### src/rtl/four_digit_seven_segment_driver_unit_macros.svh
// Assertion macros for the four-digit seven-segment driver.
// Included by the top level; no other dependencies.
`ifndef FOUR_DIGIT_SEVEN_SEGMENT_DRIVER_UNIT_MACROS_SVH
`define FOUR_DIGIT_SEVEN_SEGMENT_DRIVER_UNIT_MACROS_SVH

// Same-cycle implication, disabled while reset is held.
`define FDSD_ASSERT_IMP(label, clk, rst_n, ante, cons) \
    label: assert property (@(posedge clk) disable iff (!rst_n) (ante) |-> (cons)) \
        else $error("fdsd: implication check failed");

// Next-cycle implication, disabled while reset is held.
`define FDSD_ASSERT_NEXT(label, clk, rst_n, ante, cons) \
    label: assert property (@(posedge clk) disable iff (!rst_n) (ante) |=> (cons)) \
        else $error("fdsd: next-cycle check failed");

`endif

### src/rtl/fdsd_pkg.sv
// Shared types, constants and functions of the four-digit seven-segment driver.
// No dependencies; the other files of the block, but for the macro header, refer to it by scoped names.
package fdsd_pkg;

    localparam int NUMBER_WIDTH    = 16;
    localparam int VALUE_WIDTH     = 14;
    localparam int DIGIT_COUNT     = 4;
    localparam int DIGIT_IDX_WIDTH = 2;
    localparam int BCD_WIDTH       = 4;
    localparam int PAIR_WIDTH      = 7;
    localparam int SEG_WIDTH       = 8;
    localparam int CFG_INDEX_WIDTH = 2;
    localparam int CFG_DATA_WIDTH  = 1;
    localparam int QUEUE_DEPTH     = 2;

    localparam logic [NUMBER_WIDTH-1:0] CLAMP_MAX = 16'd9999;

    // n / 100 == (n * 5243) >> 19 for every n up to 9999.
    localparam int               DIV100_SHIFT = 19;
    localparam logic [12:0]      DIV100_MUL   = 13'd5243;
    // v / 10 == (v * 103) >> 10 for every v up to 99.
    localparam int               DIV10_SHIFT  = 10;
    localparam logic [6:0]       DIV10_MUL    = 7'd103;

    localparam logic [DIGIT_IDX_WIDTH-1:0] LAST_DIGIT  = 2'd3;
    localparam logic [DIGIT_COUNT-1:0]     ONES_ENABLE = 4'b1000;

    // Configuration register indexes.
    localparam logic [CFG_INDEX_WIDTH-1:0] CFG_PIN_MODE     = 2'd0;
    localparam logic [CFG_INDEX_WIDTH-1:0] CFG_POLARITY     = 2'd1;
    localparam logic [CFG_INDEX_WIDTH-1:0] CFG_MULTIPLEX_ON = 2'd2;

    typedef struct packed {
        logic pin_mode;
        logic polarity;
        logic multiplex_on;
    } disp_cfg_t;

    // bcd[0] is the ones digit, bcd[3] the thousands digit.
    typedef struct packed {
        logic [DIGIT_COUNT-1:0][BCD_WIDTH-1:0] bcd;
        logic                                  overflow;
    } digit_word_t;

    // Splits a value below 100 into {tens, ones}.
    function automatic logic [2*BCD_WIDTH-1:0] split_pair(input logic [PAIR_WIDTH-1:0] v);
        logic [2*PAIR_WIDTH-1:0] prod;
        logic [BCD_WIDTH-1:0]    tens;
        logic [PAIR_WIDTH-1:0]   ones;
        prod = (2*PAIR_WIDTH)'(v) * (2*PAIR_WIDTH)'(DIV10_MUL);
        tens = prod[DIV10_SHIFT +: BCD_WIDTH];
        ones = v - PAIR_WIDTH'(tens) * PAIR_WIDTH'(10);
        return {tens, ones[BCD_WIDTH-1:0]};
    endfunction

    function automatic logic [SEG_WIDTH-1:0] seg_pattern(input logic [BCD_WIDTH-1:0] digit,
                                                         input logic polarity);
        logic [SEG_WIDTH-1:0] pattern;
        case (digit)
            4'd0:    pattern = polarity ? 8'h3F : 8'hC0;
            4'd1:    pattern = polarity ? 8'h06 : 8'hF9;
            4'd2:    pattern = polarity ? 8'h5B : 8'hA4;
            4'd3:    pattern = polarity ? 8'h4F : 8'hB0;
            4'd4:    pattern = polarity ? 8'h66 : 8'h99;
            4'd5:    pattern = polarity ? 8'h6D : 8'h92;
            4'd6:    pattern = polarity ? 8'h7D : 8'h82;
            4'd7:    pattern = polarity ? 8'h07 : 8'hF8;
            4'd8:    pattern = polarity ? 8'h7F : 8'h80;
            4'd9:    pattern = polarity ? 8'h6F : 8'h90;
            default: pattern = '0;
        endcase
        return pattern;
    endfunction

    function automatic logic [SEG_WIDTH-1:0] encode_digit(input logic [BCD_WIDTH-1:0] digit,
                                                          input disp_cfg_t cfg);
        logic [SEG_WIDTH-1:0] code;
        if (cfg.pin_mode)
        begin
            code = seg_pattern(digit, cfg.polarity);
        end
        else
        begin
            code = {{(SEG_WIDTH-BCD_WIDTH){1'b0}}, digit};
        end
        return code;
    endfunction

endpackage

### src/rtl/fdsd_if.sv
// Handshake channels of the four-digit seven-segment driver: numbers in, digits out.
// Depends on fdsd_pkg for the field widths.
interface fdsd_in_if;
    logic                              valid;
    logic                              ready;
    logic [fdsd_pkg::NUMBER_WIDTH-1:0] number;

    modport source (output valid, output number, input ready);
    modport sink   (input valid, input number, output ready);
endinterface

interface fdsd_out_if;
    logic                             valid;
    logic                             ready;
    logic [fdsd_pkg::SEG_WIDTH-1:0]   segments;
    logic [fdsd_pkg::DIGIT_COUNT-1:0] digit_enable;
    logic                             overflow;
    logic                             last;

    modport source (output valid, output segments, output digit_enable, output overflow,
                    output last, input ready);
    modport sink   (input valid, input segments, input digit_enable, input overflow,
                    input last, output ready);
endinterface

### src/rtl/fdsd_front.sv
// Front end: accepts numbers, clamps them and splits them into four BCD digits.
// Depends on fdsd_pkg and fdsd_in_if.
module fdsd_front (
    input  logic                  clk,
    input  logic                  rst_n,
    fdsd_in_if.sink               num_ch,
    output fdsd_pkg::digit_word_t word,
    output logic                  word_valid,
    input  logic                  word_ready
);

    localparam int ProdWidth = fdsd_pkg::VALUE_WIDTH + 13;

    logic                                 a_valid_reg;
    logic [fdsd_pkg::VALUE_WIDTH-1:0]     a_value_reg;
    logic                                 a_ovf_reg;
    logic                                 b_valid_reg;
    logic [fdsd_pkg::PAIR_WIDTH-1:0]      b_high_reg;
    logic [fdsd_pkg::PAIR_WIDTH-1:0]      b_low_reg;
    logic                                 b_ovf_reg;

    logic                                 advance_a;
    logic                                 advance_b;
    logic                                 clamp;
    logic [fdsd_pkg::VALUE_WIDTH-1:0]     clamped;
    logic [ProdWidth-1:0]                 prod;
    logic [fdsd_pkg::PAIR_WIDTH-1:0]      quot;
    logic [fdsd_pkg::VALUE_WIDTH-1:0]     rem;
    logic [2*fdsd_pkg::BCD_WIDTH-1:0]     high_pair;
    logic [2*fdsd_pkg::BCD_WIDTH-1:0]     low_pair;

    // Each stage moves on when the one after it is empty or moving on too.
    assign advance_b    = !b_valid_reg || word_ready;
    assign advance_a    = !a_valid_reg || advance_b;
    assign num_ch.ready = advance_a;

    assign clamp   = num_ch.number > fdsd_pkg::CLAMP_MAX;
    assign clamped = clamp ? fdsd_pkg::CLAMP_MAX[fdsd_pkg::VALUE_WIDTH-1:0]
                           : num_ch.number[fdsd_pkg::VALUE_WIDTH-1:0];

    assign prod = ProdWidth'(a_value_reg) * ProdWidth'(fdsd_pkg::DIV100_MUL);
    assign quot = prod[fdsd_pkg::DIV100_SHIFT +: fdsd_pkg::PAIR_WIDTH];
    assign rem  = a_value_reg - fdsd_pkg::VALUE_WIDTH'(quot) * fdsd_pkg::VALUE_WIDTH'(100);

    always_ff @(posedge clk or negedge rst_n)
    begin
        if (!rst_n)
        begin
            a_valid_reg <= 1'b0;
            b_valid_reg <= 1'b0;
        end
        else
        begin
            if (advance_a)
            begin
                a_valid_reg <= num_ch.valid;
            end
            if (advance_b)
            begin
                b_valid_reg <= a_valid_reg;
            end
        end
    end

    always_ff @(posedge clk)
    begin
        if (advance_a && num_ch.valid)
        begin
            a_value_reg <= clamped;
            a_ovf_reg   <= clamp;
        end
        if (advance_b && a_valid_reg)
        begin
            b_high_reg <= quot;
            b_low_reg  <= rem[fdsd_pkg::PAIR_WIDTH-1:0];
            b_ovf_reg  <= a_ovf_reg;
        end
    end

    assign high_pair = fdsd_pkg::split_pair(b_high_reg);
    assign low_pair  = fdsd_pkg::split_pair(b_low_reg);

    assign word.bcd[3]   = high_pair[2*fdsd_pkg::BCD_WIDTH-1:fdsd_pkg::BCD_WIDTH];
    assign word.bcd[2]   = high_pair[fdsd_pkg::BCD_WIDTH-1:0];
    assign word.bcd[1]   = low_pair[2*fdsd_pkg::BCD_WIDTH-1:fdsd_pkg::BCD_WIDTH];
    assign word.bcd[0]   = low_pair[fdsd_pkg::BCD_WIDTH-1:0];
    assign word.overflow = b_ovf_reg;
    assign word_valid    = b_valid_reg;

endmodule

### src/rtl/fdsd_queue.sv
// Short first-in first-out queue of split numbers between front and back end.
// Depends on fdsd_pkg for the word type.
module fdsd_queue #(
    parameter int DEPTH = fdsd_pkg::QUEUE_DEPTH
) (
    input  logic                  clk,
    input  logic                  rst_n,
    input  fdsd_pkg::digit_word_t push_word,
    input  logic                  push_valid,
    output logic                  push_ready,
    output fdsd_pkg::digit_word_t pop_word,
    output logic                  pop_valid,
    input  logic                  pop_ready
);

    localparam int PtrWidth   = (DEPTH > 1) ? $clog2(DEPTH) : 1;
    localparam int CountWidth = $clog2(DEPTH + 1);

    fdsd_pkg::digit_word_t  entries_reg [DEPTH];
    logic [PtrWidth-1:0]    wr_ptr_reg;
    logic [PtrWidth-1:0]    rd_ptr_reg;
    logic [CountWidth-1:0]  count_reg;
    logic [CountWidth-1:0]  count_next;
    logic                   do_push;
    logic                   do_pop;

    assign push_ready = count_reg != CountWidth'(DEPTH);
    assign pop_valid  = count_reg != '0;
    assign pop_word   = entries_reg[rd_ptr_reg];
    assign do_push    = push_valid && push_ready;
    assign do_pop     = pop_valid && pop_ready;

    always_comb
    begin
        count_next = count_reg;
        if (do_push && !do_pop)
        begin
            count_next = count_reg + CountWidth'(1);
        end
        else if (do_pop && !do_push)
        begin
            count_next = count_reg - CountWidth'(1);
        end
    end

    always_ff @(posedge clk or negedge rst_n)
    begin
        if (!rst_n)
        begin
            wr_ptr_reg <= '0;
            rd_ptr_reg <= '0;
            count_reg  <= '0;
        end
        else
        begin
            count_reg <= count_next;
            if (do_push)
            begin
                wr_ptr_reg <= (wr_ptr_reg == PtrWidth'(DEPTH - 1)) ? '0
                                                                   : wr_ptr_reg + PtrWidth'(1);
            end
            if (do_pop)
            begin
                rd_ptr_reg <= (rd_ptr_reg == PtrWidth'(DEPTH - 1)) ? '0
                                                                   : rd_ptr_reg + PtrWidth'(1);
            end
        end
    end

    always_ff @(posedge clk)
    begin
        if (do_push)
        begin
            entries_reg[wr_ptr_reg] <= push_word;
        end
    end

endmodule

### src/rtl/fdsd_back.sv
// Back end: walks the digits of the queued word and drives the registered output word.
// Depends on fdsd_pkg and fdsd_out_if.
module fdsd_back (
    input  logic                  clk,
    input  logic                  rst_n,
    input  fdsd_pkg::disp_cfg_t   cfg,
    input  fdsd_pkg::digit_word_t word,
    input  logic                  word_valid,
    output logic                  word_ready,
    fdsd_out_if.source            seg_ch
);

    logic [fdsd_pkg::DIGIT_IDX_WIDTH-1:0] digit_idx_reg;
    logic                                 out_valid_reg;
    logic [fdsd_pkg::SEG_WIDTH-1:0]       segments_reg;
    logic [fdsd_pkg::DIGIT_COUNT-1:0]     digit_enable_reg;
    logic                                 overflow_reg;
    logic                                 last_reg;

    logic                                 is_last;
    logic                                 emit;

    assign is_last    = !cfg.multiplex_on || (digit_idx_reg == fdsd_pkg::LAST_DIGIT);
    // A new digit goes out whenever the output register is empty or being emptied.
    assign emit       = word_valid && (!out_valid_reg || seg_ch.ready);
    assign word_ready = emit && is_last;

    always_ff @(posedge clk or negedge rst_n)
    begin
        if (!rst_n)
        begin
            digit_idx_reg <= '0;
            out_valid_reg <= 1'b0;
        end
        else
        begin
            if (emit)
            begin
                out_valid_reg <= 1'b1;
                digit_idx_reg <= is_last ? '0
                                         : digit_idx_reg + fdsd_pkg::DIGIT_IDX_WIDTH'(1);
            end
            else if (seg_ch.ready)
            begin
                out_valid_reg <= 1'b0;
            end
        end
    end

    always_ff @(posedge clk)
    begin
        if (emit)
        begin
            segments_reg     <= fdsd_pkg::encode_digit(word.bcd[digit_idx_reg], cfg);
            digit_enable_reg <= fdsd_pkg::ONES_ENABLE >> digit_idx_reg;
            overflow_reg     <= word.overflow;
            last_reg         <= is_last;
        end
    end

    assign seg_ch.valid        = out_valid_reg;
    assign seg_ch.segments     = segments_reg;
    assign seg_ch.digit_enable = digit_enable_reg;
    assign seg_ch.overflow     = overflow_reg;
    assign seg_ch.last         = last_reg;

endmodule

### src/rtl/four_digit_seven_segment_driver_unit.sv
// Top level of the four-digit seven-segment driver: configuration registers,
// front end, word queue and back end. Depends on fdsd_pkg, fdsd_if and the macro header.
//
// Usage:
//   num_ch takes one 16-bit number per word; values above 9999 show as 9999 with
//   overflow set on every digit of that number.
//   seg_ch gives one word per displayed digit, ones first through thousands, with a
//   one-hot digit_enable (bit 3 = ones) and last on the final digit. With
//   multiplex_on cleared only the ones digit is sent, with last set.
//   A number passes the two front-end stages and the queue before its first digit
//   is registered at the output. The back end sends one digit per cycle while the
//   receiver is ready; that output loop sets the sustained rate.
//   The front end splits in a two-stage pipeline and keeps accepting numbers until
//   the queue between the two halves and its own stages are full.
//   A stalled receiver holds the output word steady; the back end waits, the queue
//   and then the front-end stages fill, and num_ch.ready drops.
//   Configuration is written through cfg_we, cfg_index and cfg_data while the block
//   is idle; writes to an index past the last register are ignored.
//   Reset empties every stage and restores pin_mode = 1, polarity = 0,
//   multiplex_on = 1.
`include "four_digit_seven_segment_driver_unit_macros.svh"

module four_digit_seven_segment_driver_unit #(
    parameter int QUEUE_DEPTH = fdsd_pkg::QUEUE_DEPTH
) (
    input  logic                                 clk,
    input  logic                                 rst_n,
    input  logic                                 cfg_we,
    input  logic [fdsd_pkg::CFG_INDEX_WIDTH-1:0] cfg_index,
    input  logic [fdsd_pkg::CFG_DATA_WIDTH-1:0]  cfg_data,
    fdsd_in_if.sink                              num_ch,
    fdsd_out_if.source                           seg_ch
);

    logic                  pin_mode_reg;
    logic                  polarity_reg;
    logic                  multiplex_on_reg;
    fdsd_pkg::disp_cfg_t   cfg;

    fdsd_pkg::digit_word_t front_word;
    logic                  front_valid;
    logic                  front_ready;
    fdsd_pkg::digit_word_t back_word;
    logic                  back_valid;
    logic                  back_ready;

    always_ff @(posedge clk or negedge rst_n)
    begin
        if (!rst_n)
        begin
            pin_mode_reg     <= 1'b1;
            polarity_reg     <= 1'b0;
            multiplex_on_reg <= 1'b1;
        end
        else if (cfg_we)
        begin
            case (cfg_index)
                fdsd_pkg::CFG_PIN_MODE:     pin_mode_reg     <= cfg_data[0];
                fdsd_pkg::CFG_POLARITY:     polarity_reg     <= cfg_data[0];
                fdsd_pkg::CFG_MULTIPLEX_ON: multiplex_on_reg <= cfg_data[0];
                default:                    ;
            endcase
        end
    end

    assign cfg.pin_mode     = pin_mode_reg;
    assign cfg.polarity     = polarity_reg;
    assign cfg.multiplex_on = multiplex_on_reg;

    fdsd_front u_front (
        .clk        (clk),
        .rst_n      (rst_n),
        .num_ch     (num_ch),
        .word       (front_word),
        .word_valid (front_valid),
        .word_ready (front_ready)
    );

    fdsd_queue #(
        .DEPTH (QUEUE_DEPTH)
    ) u_queue (
        .clk        (clk),
        .rst_n      (rst_n),
        .push_word  (front_word),
        .push_valid (front_valid),
        .push_ready (front_ready),
        .pop_word   (back_word),
        .pop_valid  (back_valid),
        .pop_ready  (back_ready)
    );

    fdsd_back u_back (
        .clk        (clk),
        .rst_n      (rst_n),
        .cfg        (cfg),
        .word       (back_word),
        .word_valid (back_valid),
        .word_ready (back_ready),
        .seg_ch     (seg_ch)
    );

    // Exactly one display is selected on every output word.
    `FDSD_ASSERT_IMP(a_enable_onehot, clk, rst_n, seg_ch.valid, $onehot(seg_ch.digit_enable))

    // Without multiplexing each number is a single ones-digit word.
    `FDSD_ASSERT_IMP(a_single_digit, clk, rst_n, seg_ch.valid && !multiplex_on_reg, seg_ch.last && (seg_ch.digit_enable == fdsd_pkg::ONES_ENABLE))

    // With multiplexing the thousands digit, and only it, closes a number.
    `FDSD_ASSERT_IMP(a_last_thousands, clk, rst_n, seg_ch.valid && multiplex_on_reg, seg_ch.last == seg_ch.digit_enable[0])

    // Digits of one number follow without a gap, moving one display up each time.
    `FDSD_ASSERT_NEXT(a_digit_burst, clk, rst_n, seg_ch.valid && seg_ch.ready && !seg_ch.last, seg_ch.valid && (seg_ch.digit_enable == ($past(seg_ch.digit_enable) >> 1)))

endmodule

### src/flat_wrapper.sv
// flat-port wrapper written by rule: the top's interface ports become plain ports
module four_digit_seven_segment_driver_unit_flat 
#(
    parameter int QUEUE_DEPTH = fdsd_pkg::QUEUE_DEPTH
)
  (clk, rst_n, cfg_we, cfg_index, cfg_data, num_ch_valid, num_ch_number, num_ch_ready, seg_ch_valid, seg_ch_segments, seg_ch_digit_enable, seg_ch_overflow, seg_ch_last, seg_ch_ready);
  fdsd_in_if num_ch_i ();
  fdsd_out_if seg_ch_i ();
  input  logic clk;
  input  logic rst_n;
  input  logic cfg_we;
  input  logic [fdsd_pkg::CFG_INDEX_WIDTH-1:0] cfg_index;
  input  logic [fdsd_pkg::CFG_DATA_WIDTH-1:0] cfg_data;
  input wire logic [$bits(num_ch_i.valid)-1:0] num_ch_valid;
  input wire logic [$bits(num_ch_i.number)-1:0] num_ch_number;
  output wire logic [$bits(num_ch_i.ready)-1:0] num_ch_ready;
  output wire logic [$bits(seg_ch_i.valid)-1:0] seg_ch_valid;
  output wire logic [$bits(seg_ch_i.segments)-1:0] seg_ch_segments;
  output wire logic [$bits(seg_ch_i.digit_enable)-1:0] seg_ch_digit_enable;
  output wire logic [$bits(seg_ch_i.overflow)-1:0] seg_ch_overflow;
  output wire logic [$bits(seg_ch_i.last)-1:0] seg_ch_last;
  input wire logic [$bits(seg_ch_i.ready)-1:0] seg_ch_ready;
  assign num_ch_i.valid = num_ch_valid;
  assign num_ch_i.number = num_ch_number;
  assign num_ch_ready = num_ch_i.ready;
  assign seg_ch_valid = seg_ch_i.valid;
  assign seg_ch_segments = seg_ch_i.segments;
  assign seg_ch_digit_enable = seg_ch_i.digit_enable;
  assign seg_ch_overflow = seg_ch_i.overflow;
  assign seg_ch_last = seg_ch_i.last;
  assign seg_ch_i.ready = seg_ch_ready;
  four_digit_seven_segment_driver_unit #(.QUEUE_DEPTH(QUEUE_DEPTH)) u_core (.clk(clk), .rst_n(rst_n), .cfg_we(cfg_we), .cfg_index(cfg_index), .cfg_data(cfg_data), .num_ch(num_ch_i), .seg_ch(seg_ch_i));
endmodule
### config.mk
export PLATFORM = sky130hd
export DESIGN_NAME = four_digit_seven_segment_driver_unit_flat
export DESIGN_NICKNAME = d
export VERILOG_FILES = /design/src/rtl/fdsd_pkg.sv /design/src/rtl/fdsd_if.sv /design/src/rtl/fdsd_front.sv /design/src/rtl/fdsd_queue.sv /design/src/rtl/fdsd_back.sv /design/src/rtl/four_digit_seven_segment_driver_unit.sv /design/src/flat_wrapper.sv
export VERILOG_INCLUDE_DIRS = /design/src /design/src/rtl
export SDC_FILE = /design/constraint.sdc
export NUM_CORES = 1
export LEC_CHECK = 0
export BUFFER_PORTS_ARGS = -buffer_cell sky130_fd_sc_hd__buf_2
export CORE_MARGIN = 4
export CORE_UTILIZATION = 41
export CTS_CLUSTER_SIZE = 8
export DETAILED_ROUTE_END_ITERATION = 10
export GPL_TIMING_DRIVEN = 0
export SLEW_MARGIN = 20
export SYNTH_ARGS = -nofsm -noshare
export SYNTH_HDL_FRONTEND = slang
export SYNTH_SLANG_ARGS = --single-unit
### constraint.sdc
create_clock -name clk -period 7.7 [get_ports clk]
set_clock_uncertainty 0.2 [all_clocks]
set_input_delay 1.54 -clock clk [delete_from_list [all_inputs] [get_ports clk]]
set_output_delay 1.54 -clock clk [all_outputs]
set_load 0.02 [all_outputs]
==> Word level (Yosys, flattened, before mapping) <==
Memory sizes are Yosys's and may differ from the RTL's.
Index checks and enable logic that the tools add are counted.
{ "word_totals": {"out_inout_bits": 16, "ram_bits": 34, "memories": 1, "inputBits": 24, "ff_bits": 56, "word_cells": 100} }
{ "memory_table": {"columns": ["name", "words", "width", "read_ports", "rd_ports_with_merged_regs", "wr", "line", "rtl"], "rows": [
  ["u_core.u_queue.entries_reg", 2, 17, 1, 0, 1, "fdsd_queue.sv:19", "fdsd_pkg::digit_word_t entries_reg [DEPTH];"]
]} }
{ "classes": {"reduce_logical": 26, "magnitude_cmp": 2, "shift": 1, "eq_ne": 13, "multipliers": 6, "muxes": 23, "add_sub_neg": 8} }
{ "op_table": {"columns": ["cell", "n"], "rows": [
  ["$mux W8", 10],
  ["$pmux W8 S10", 1],
  ["$mul A7 B7 Y14 const B", 2],
  ["$mul A14 B13 Y26 const B", 1],
  ["$eq A4 B3 Y1 const B", 4],
  ["$gt A16 B14 Y1 const B", 1],
  ["$bmux W4 S2", 1],
  ["$eq A4 B2 Y1 const B", 2],
  ["$eq A4 B4 Y1 const B", 2],
  ["$logic_and A1 B1 Y1", 8],
  ["$mul A4 B3 Y3 const B", 2],
  ["$mux W4", 2],
  ["$sub A4 B4 Y4", 2],
  ["$mul A7 B5 Y5 const B", 1],
  ["$sub A7 B7 Y7", 1],
  ["$logic_not A1 Y1", 6],
  ["$mux W1", 6],
  ["$mux W2", 3],
  ["$reduce_and A2 Y1", 3],
  ["$reduce_bool A2 Y1", 3],
  ["$add A2 B1 Y2 const B", 2],
  ["$eq A2 B2 Y1 const B", 2],
  ["$eq A4 B1 Y1 const B", 1],
  ["$logic_not A4 Y1", 1],
  ["other kinds (8)", 12]
]} }

==> Longest topological paths before layout <==
Gate-level depths: netlist of the first run.
{ "logic_depth": {"word_depth": 8, "mapped_depth": 24, "depth_no_buf": 24} }

==> Cells and area by module <==
From an unflattened synthesis of the first run, not the netlist that was laid out.
{ "hier_totals": {"hier_cells": 789, "area_unflattened_um2": 9266.4} }
{ "by_module_without_submodules": {"columns": ["mod", "cells_each", "n_inst", "seq_area_each_um2", "area_each_um2"], "rows": [
  ["fdsd_front", 608, 1, 950.9, 6553.8],
  ["fdsd_queue", 71, 1, 1121.1, 1473.9],
  ["fdsd_back", 101, 1, 495.5, 1099.8],
  ["four_digit_seven_segment_driver_unit", 9, 1, 77.6, 138.9]
]} }

==> Worst setup path after synthesis of the first run <==
No wires, ideal clock.
{ "synth_timing": {"path_type": "reg-to-reg", "start": "reg u_core.u_front.a_value_reg[11] (netlist name)", "end": "reg u_core.u_front.b_low_reg[6] (netlist name), data pin", "path_buffers": 0, "stages_incl_launch_ff": 25, "path_slack_ns": 1.811, "synth_period_minus_slack_ns": 5.889, "t_required_ns": 7.240, "setup_time_ns": 0.260, "arrival_ns": 5.430, "path_cell_list": "edfxtp_1 fa_1 ha_1 inv_1 fa_1 inv_1 fa_1 inv_1 fa_1 inv_1 ha_1 nand2_2 nor2_1 a2111oi_2 a21oi_1 o21a_2 o21a_1 nor2_1 xnor2_1 ha_1 inv_1 ha_1 a31oi_1 nand2_1 xnor2_1"} }
{ "synth_via": {"elab_chain_cells": 3} }
{ "synth_rtl": {"columns": ["item", "line", "rtl"], "rows": [
  ["start: declaration", "fdsd_front.sv:15", "logic [fdsd_pkg::VALUE_WIDTH-1:0] a_value_reg;"],
  ["start signal: assignment", "fdsd_front.sv:69", "a_value_reg <= clamped;"],
  ["$mul A14 B13 Y26", "fdsd_front.sv:41", "assign prod = ProdWidth'(a_value_reg) * ProdWidth'(fdsd_pkg::DIV100_MUL);"],
  ["via u_core.u_front.prod[22]", "fdsd_front.sv:26", "logic [ProdWidth-1:0] prod;"],
  ["$mul A7 B5 Y5", "fdsd_front.sv:43", "assign rem = a_value_reg - fdsd_pkg::VALUE_WIDTH'(quot) * fdsd_pkg::VALUE_WIDTH'(100);"],
  ["$sub A7 B7 Y7", "fdsd_front.sv:43", null],
  ["via u_core.u_front.rem, one bit", "fdsd_front.sv:28", "logic [fdsd_pkg::VALUE_WIDTH-1:0] rem;"],
  ["end signal: assignment", "fdsd_front.sv:75", "b_low_reg <= rem[fdsd_pkg::PAIR_WIDTH-1:0];"],
  ["end: declaration", "fdsd_front.sv:19", "logic [fdsd_pkg::PAIR_WIDTH-1:0] b_low_reg;"]
]} }
The timed path passes the listed nets, and every way through them passes these cells.
A chain may end at the register's enable or synchronous reset.

==> Final worst setup path of the first run <==
{ "layout_timing": {"start": "reg u_core.u_front.a_value_reg[4] (netlist name)", "end": "reg u_core.u_front.b_low_reg[6] (netlist name), data pin"} }
Same word-level chain as after synthesis.

==> impl_metrics.csv, run 1 <==
group,metric,value,unit
drt,antenna_left,0,
synth,synthDistinctLibCells,62,
cts,post_cts_buffers,0,
drt,vias_per_cell,4.79,
cells_and_area,nets,1102,
synth,synth_area,8900,sq um
cts,cts_inserted_buffers,9,
synth,syn_avg_cell_area,11.6,sq um
cells_and_area,seqCellArea,2650,sq um
critical_path,critPathKind,"register to register",
die,row_count,53,
placement,portBuffers,39,
synth,synth_top_area_cell,"edfxtp_1",
cells_and_area,num-fill-cells,1970,
cts,clock_latency,0.35,ns
timing,setup_tns,0,ns
global_routing,grt_pass1_vias,5538,
timing,report.final.setup_viol,0,
drt,drtPass1Iterations,4,
timing,tightestPinTransition,0.937,ns
critical_path,worstPathArrival,6.24,ns
synth,ys_seq_area_share,29.7,%
cts,clkTransAtPathRegs,0.07,ns
timing,min_period,6.35,ns
critical_path,required,7.59,ns
timing,rsz0062_at_grt,"false",
die,die_y,155,um
die,dieArea,24100,sq um
cts,root_buffer,"clkbuf_16",
timing,fmax,157,MHz
cells_and_area,drive_gt1_share,11.4,%
critical_path,worst_setup_path_start_kind,"register",
cts,hold_buffers,0,
synth,ys_seq_elements,90,
synth,yosysWarnings,0,
die,core,21200,sq um
timing,fin_ws,1.35,ns
global_routing,grtUsageTotal,14.3,%
synth,ys.flop_type,"edfxtp_1",
synth,syn_nets,1050,
placement,dp_slack,1.36,ns
cts,clockBufferDepth,2,
global_routing,grt_antenna_before_repair,0,
global_routing,grt_max_degree,19,
run,cap_violations,0,
critical_path,end_kind,"register",
timing,hold_viol,0,
cts,clkSinkCount,90,
critical_path,cp_max_fo,8,
cts,tritoncts,"built",
drt,drtIter0Drc,230,
drt,num_vias,5274,
timing,slew_viol_final,0,
die,dieWidth,155,um
cells_and_area,largest_register_ffs,34,
die,start_util,42.0,%
worst_hold_path,worstHoldPathType,"register to register",
timing,max_slew_margin,37.5,%
synth,synthTopCellsByArea,"edfxtp_1 (26%), ha_1 (25%), fa_1 (18%)",
placement,globalplace.congestion,0.847,
cells_and_area,multi_input_area,5560,sq um
cts,ctsResizeCount,0,
drt,routedWlPerCell,14.5,um
global_routing,overflow,0,
die,num_io_pins,40,
synth,synth_top_area_share,26.3,%
global_routing,grt_pass1_wl,27200,um
drt,drc,0,
status,outcome,"complete, no violations",
cts,htree_levels,3,
cells_and_area,area_growth,10.0,%
synth,syn_inst,768,
drt,totalWireLength,15900,um
cells_and_area,diodes,0,
timing,fin_crit_sh,82.5,%
placement,dp_hpwl,13300,um
synth,synth_edf_count,78,
synth,async_flop_share,13.3,%
==> worst paths after layout <==
check                                                                 start                                     to  slack [ns]  cells after the start
worst min-delay path                     u_core.u_front.a_ovf_reg$_DFFE_PP_     u_core.u_front.b_ovf_reg$_DFFE_PP_        0.22                      0
worst max register to register  u_core.u_front.a_value_reg[4]$_SDFFCE_PP0P_  u_core.u_front.b_low_reg[6]$_DFFE_PP_        1.35                     22
worst min register to register           u_core.u_front.a_ovf_reg$_DFFE_PP_     u_core.u_front.b_ovf_reg$_DFFE_PP_        0.22                      0
max in group asynchronous                                             rst_n    u_core.multiplex_on_reg$_DFFE_PN1P_        6.17                      1
worst max-delay path            u_core.u_front.a_value_reg[4]$_SDFFCE_PP0P_  u_core.u_front.b_low_reg[6]$_DFFE_PP_        1.35                     22
min in group asynchronous                                             rst_n        u_core.polarity_reg$_DFFE_PN0P_        0.86                      1
==> cell type report <==
| type | count | share of cell area, % |
|---|---|---|
| multi-input cells | 491 | 56.7 |
| flip-flops and latches | 90 | 27.0 |
| inverters | 177 | 6.78 |
| well taps | 275 | 3.51 |
| clock buffers | 9 | 2.30 |
| repair buffers | 41 | 2.26 |
| clock inverters | 7 | 0.971 |
| plain buffers | 10 | 0.460 |
==> logic make-up after synthesis <==
group                    count (synthesis)  synth area share (%)
adder cells (fa/ha/maj)                260                  43.3
XOR/XNOR                                40                  4.30
buffers and inverters                  187                  7.97
AO/OA/AOI/OAI                           82                  6.17
multiplexers                            18                  3.30
AND/OR/NAND/NOR                         91                  5.24
flip-flops                              90                  29.7
==> Yosys cell counts, drive strengths merged (7+ instances only) <==
cell type	number
xor2	9
inv	176
a21oi	30
mux2	8
dfrtp	10
o21ai	16
and2	10
nand2b	11
nor2	24
nand2	19
ha	177
edfxtp	78
xnor2	30
mux4	8
a21o	7
fa	81
==> stage by stage <==
step           hold slack [ns]  instance area [sq um]  std cells  util, %
3_3_place_gp             0.208                   9440       1082     44.5
2_1_floorplan            0.200                   8900        768        -
6_report                 0.223                   9800       1100     46.2
5_1_grt                  0.245                   9800       1100     46.2
4_1_cts                  0.223                   9800       1100     46.2
3_5_place_dp             0.205                   9480       1084     44.7
==> per-layer routing <==
metal | vias up | track usage [%] | share of wire (%) | wire [um]
met5 | - | 0 | 0 | 0
met4 | 0 | 2.83 | 0.99 | 157
met3 | 9 | 2.28 | 2.5 | 394
met2 | 46 | 23.5 | 47 | 7440
met1 | 2547 | 20.1 | 50 | 7920
li1 | 2672 | - | - | -
==> critical path: stages, from the launching register on <==
cell and delay [ns]:
edfxtp_1 0.69, inv_1 0.24, fa_1 0.59, inv_1 0.05, ha_1 0.21, fa_1 0.53
inv_1 0.05, fa_1 0.48, fa_1 0.55, inv_1 0.04, ha_1 0.28, o221ai_2 0.14
a2111oi_4 0.38, o21a_2 0.20, o21a_1 0.17, nor2_1 0.07, xnor2_1 0.26, ha_1 0.29
inv_1 0.06, ha_1 0.25, a31oi_1 0.15, nand2_1 0.08, xnor2_1 0.15
==> placed cells by master, fill, tap and decap left out, types with 9 or more instances in the layout <==
cell type / count
ha_1: 177
inv_1: 176
fa_1: 81
edfxtp_1: 78
buf_2: 42
xnor2_1: 30
a21oi_1: 28
nor2_1: 23
nand2_1: 18
o21ai_0: 13
nand2b_1: 11
and2_1: 10
dfrtp_1: 10
clkbuf_16: 9
Power of run 1 is left out: the tool's default activity adds up to more than one toggle a clock period on the data nets, which glitch-free logic cannot reach.
==> run 2: changes to the inputs <==
==> constraint.sdc (replaced) <==
create_clock -name clk -period 5.1 [get_ports clk]
set_clock_uncertainty 0.2 [all_clocks]
set_input_delay 1.02 -clock clk [delete_from_list [all_inputs] [get_ports clk]]
set_output_delay 1.02 -clock clk [all_outputs]
set_load 0.02 [all_outputs]
==> impl_metrics.csv, run 2 (synthesis gave the netlist of run 1 again) <==
group,metric,value,unit
status,outcome,"finished, violations left",
status,violations,"setup timing",
cts,clock_latency,0.34,ns
timing,report.final.setup_viol,6,
timing,slew_viol_final,0,
placement,dp_slack,-1.32,ns
drt,totalWireLength,16900,um
global_routing,grt_antenna_before_repair,0,
cts,clkSinkCount,90,
critical_path,end_kind,"register",
drt,drtPass1Iterations,4,
critical_path,slowest_stage,"fa_1",
placement,dp_hpwl,13200,um
drt,drc,0,
die,die_y,155,um
timing,fmax,171,MHz
global_routing,grtUsageTotal,14.6,%
global_routing,grt_pass1_vias,5679,
cts,tritoncts,"built",
drt,vias_per_cell,4.77,
timing,fin_ws,-0.739,ns
worst_hold_path,worstHoldPathType,"register to register",
cells_and_area,fin_cells,1162,
cells_and_area,seqCellArea,2650,sq um
cts,root_buffer,"clkbuf_16",
critical_path,worst_setup_path_start_kind,"register",
cells_and_area,layout_commonest_cell,"inv_1",
timing,min_period,5.84,ns
placement,globalplace.congestion,0.847,
die,num_io_pins,40,
die,row_count,53,
critical_path,cp.buffers_inverters,5,
timing,hold_viol,0,
cells_and_area,diodes,0,
placement,dp_cells,1084,
cells_and_area,largest_register_ffs,34,
cts,clockBufferDepth,2,
global_routing,grt_pass1_wl,28000,um
cells_and_area,drive_gt1_share,25.9,%
cells_and_area,multi_input_area,6050,sq um
critical_path,crit_family,"adder cells",
cells_and_area,num-fill-cells,1892,
die,core,21200,sq um
cells_and_area,mostFrequentLayoutCells,"inv_1 (161), ha_1 (149), fa_1 (79)",
timing,fin_crit_sh,114,%
cts,clkTransAtPathRegs,0.07,ns
critical_path,required,4.98,ns
critical_path,cp_common_cell,"fa_1",
critical_path,critPathKind,"register to register",
critical_path,worstPathArrival,5.72,ns
critical_path,crit_path_cell_trace,"buf_6 > fa_1 > ha_1 > inv_1 > fa_1 > fa_1 > fa_1 > inv_2 > ha_4 > nand2_4 > nor2_4 > nand2_2 > a2111oi_4 > buf_4 > o21a_4 > o21a_1 > nor2_2 > xnor2_2 > ha_4 > inv_2 > ha_4 > a31oi_1 > nand2_1 > xnor2_1",
die,dieWidth,155,um
cells_and_area,area_growth,21.1,%
drt,num_vias,5539,
timing,tightestPinTransition,0.819,ns
run,cap_violations,0,
global_routing,grt_max_degree,18,
cells_and_area,nets,1164,
cells_and_area,design_area,10800,sq um
drt,routedWlPerCell,14.5,um
global_routing,overflow,0,
critical_path,cp_max_fo,5,
critical_path,r2r_slack,-0.74,ns
placement,portBuffers,39,
drt,antenna_left,0,
critical_path,slowest_delay,0.56,ns
timing,max_slew_margin,45.4,%
cts,hold_buffers,0,
placement,placed_cell_area,9560,sq um
cts,htree_levels,3,
die,start_util,42.0,%
cts,cts_inserted_buffers,9,
die,dieArea,24100,sq um
drt,drtIter0Drc,198,
timing,rsz0062_at_grt,"true",
[run 2: cell type report]
cell class                 instances  area share (%)
buffer                            10           0.418
clock buffer                      10            2.12
clock inverter                     6           0.441
inverter                         177            6.16
multi-input combinational        491            56.1
sequential                        90            24.5
tap                              275            3.19
timing repair buffer             103            7.02
[run 2: repair_timing]
| action | 4_1_cts | 5_1_grt |
|---|---|---|
| resized for setup | 54 | 32 |
| pin swaps | 40 | 17 |
| setup buffers | 47 | 18 |
| cloned | 0 | 0 |
| setup endpoints to repair | 11 | 13 |
[run 2: per-stage QoR]
step                      setup TNS (ns)  util, %  hold WS (ns)
after floorplan                    -1.07        -         0.200
after global placement             -6.08     44.9         0.227
after detailed placement           -5.94     45.1         0.234
after CTS                          -2.04     49.6         0.253
after global routing               -4.06     50.8         0.277
final                              -2.57     50.8         0.253
[run 2: path summary, 6_finish.rpt]
kind | end | from | cells past startpoint
worst min register to register | u_core.u_front.b_ovf_reg$_DFFE_PP_ | u_core.u_front.a_ovf_reg$_DFFE_PP_ | 0
max in group asynchronous | u_core.multiplex_on_reg$_DFFE_PN1P_ | rst_n | 1
worst max-delay path | u_core.u_front.b_low_reg[6]$_DFFE_PP_ | u_core.u_front.a_value_reg[12]$_SDFFCE_PP0P_ | 24
min in group asynchronous | u_core.u_back.digit_idx_reg[1]$_DFFE_PN0P_ | rst_n | 1
worst max register to register | u_core.u_front.b_low_reg[6]$_DFFE_PP_ | u_core.u_front.a_value_reg[12]$_SDFFCE_PP0P_ | 24
worst min-delay path | u_core.u_front.b_ovf_reg$_DFFE_PP_ | u_core.u_front.a_ovf_reg$_DFFE_PP_ | 0
[run 2: routing by layer]
metal	vias up	track usage (%)	routed length (um)
li1	2785	-	-
met1	2673	20.3	8070
met2	64	24.2	8090
met3	17	2.11	383
met4	0	3.33	345
met5	-	0	0
[run 2: worst register-to-register path, cell delays in order (launching register included)]
cell and delay, ns:
edfxtp_1 0.50, buf_6 0.17, fa_1 0.44, ha_1 0.29
inv_1 0.05, fa_1 0.51, fa_1 0.46, fa_1 0.57
inv_2 0.05, ha_4 0.28, nand2_4 0.06, nor2_4 0.14
nand2_2 0.09, a2111oi_4 0.18, buf_4 0.18, o21a_4 0.13
o21a_1 0.14, nor2_2 0.06, xnor2_2 0.23, ha_4 0.25
inv_2 0.06, ha_4 0.21, a31oi_1 0.14, nand2_1 0.08
xnor2_1 0.13
Power of run 2 is left out for the same reason.
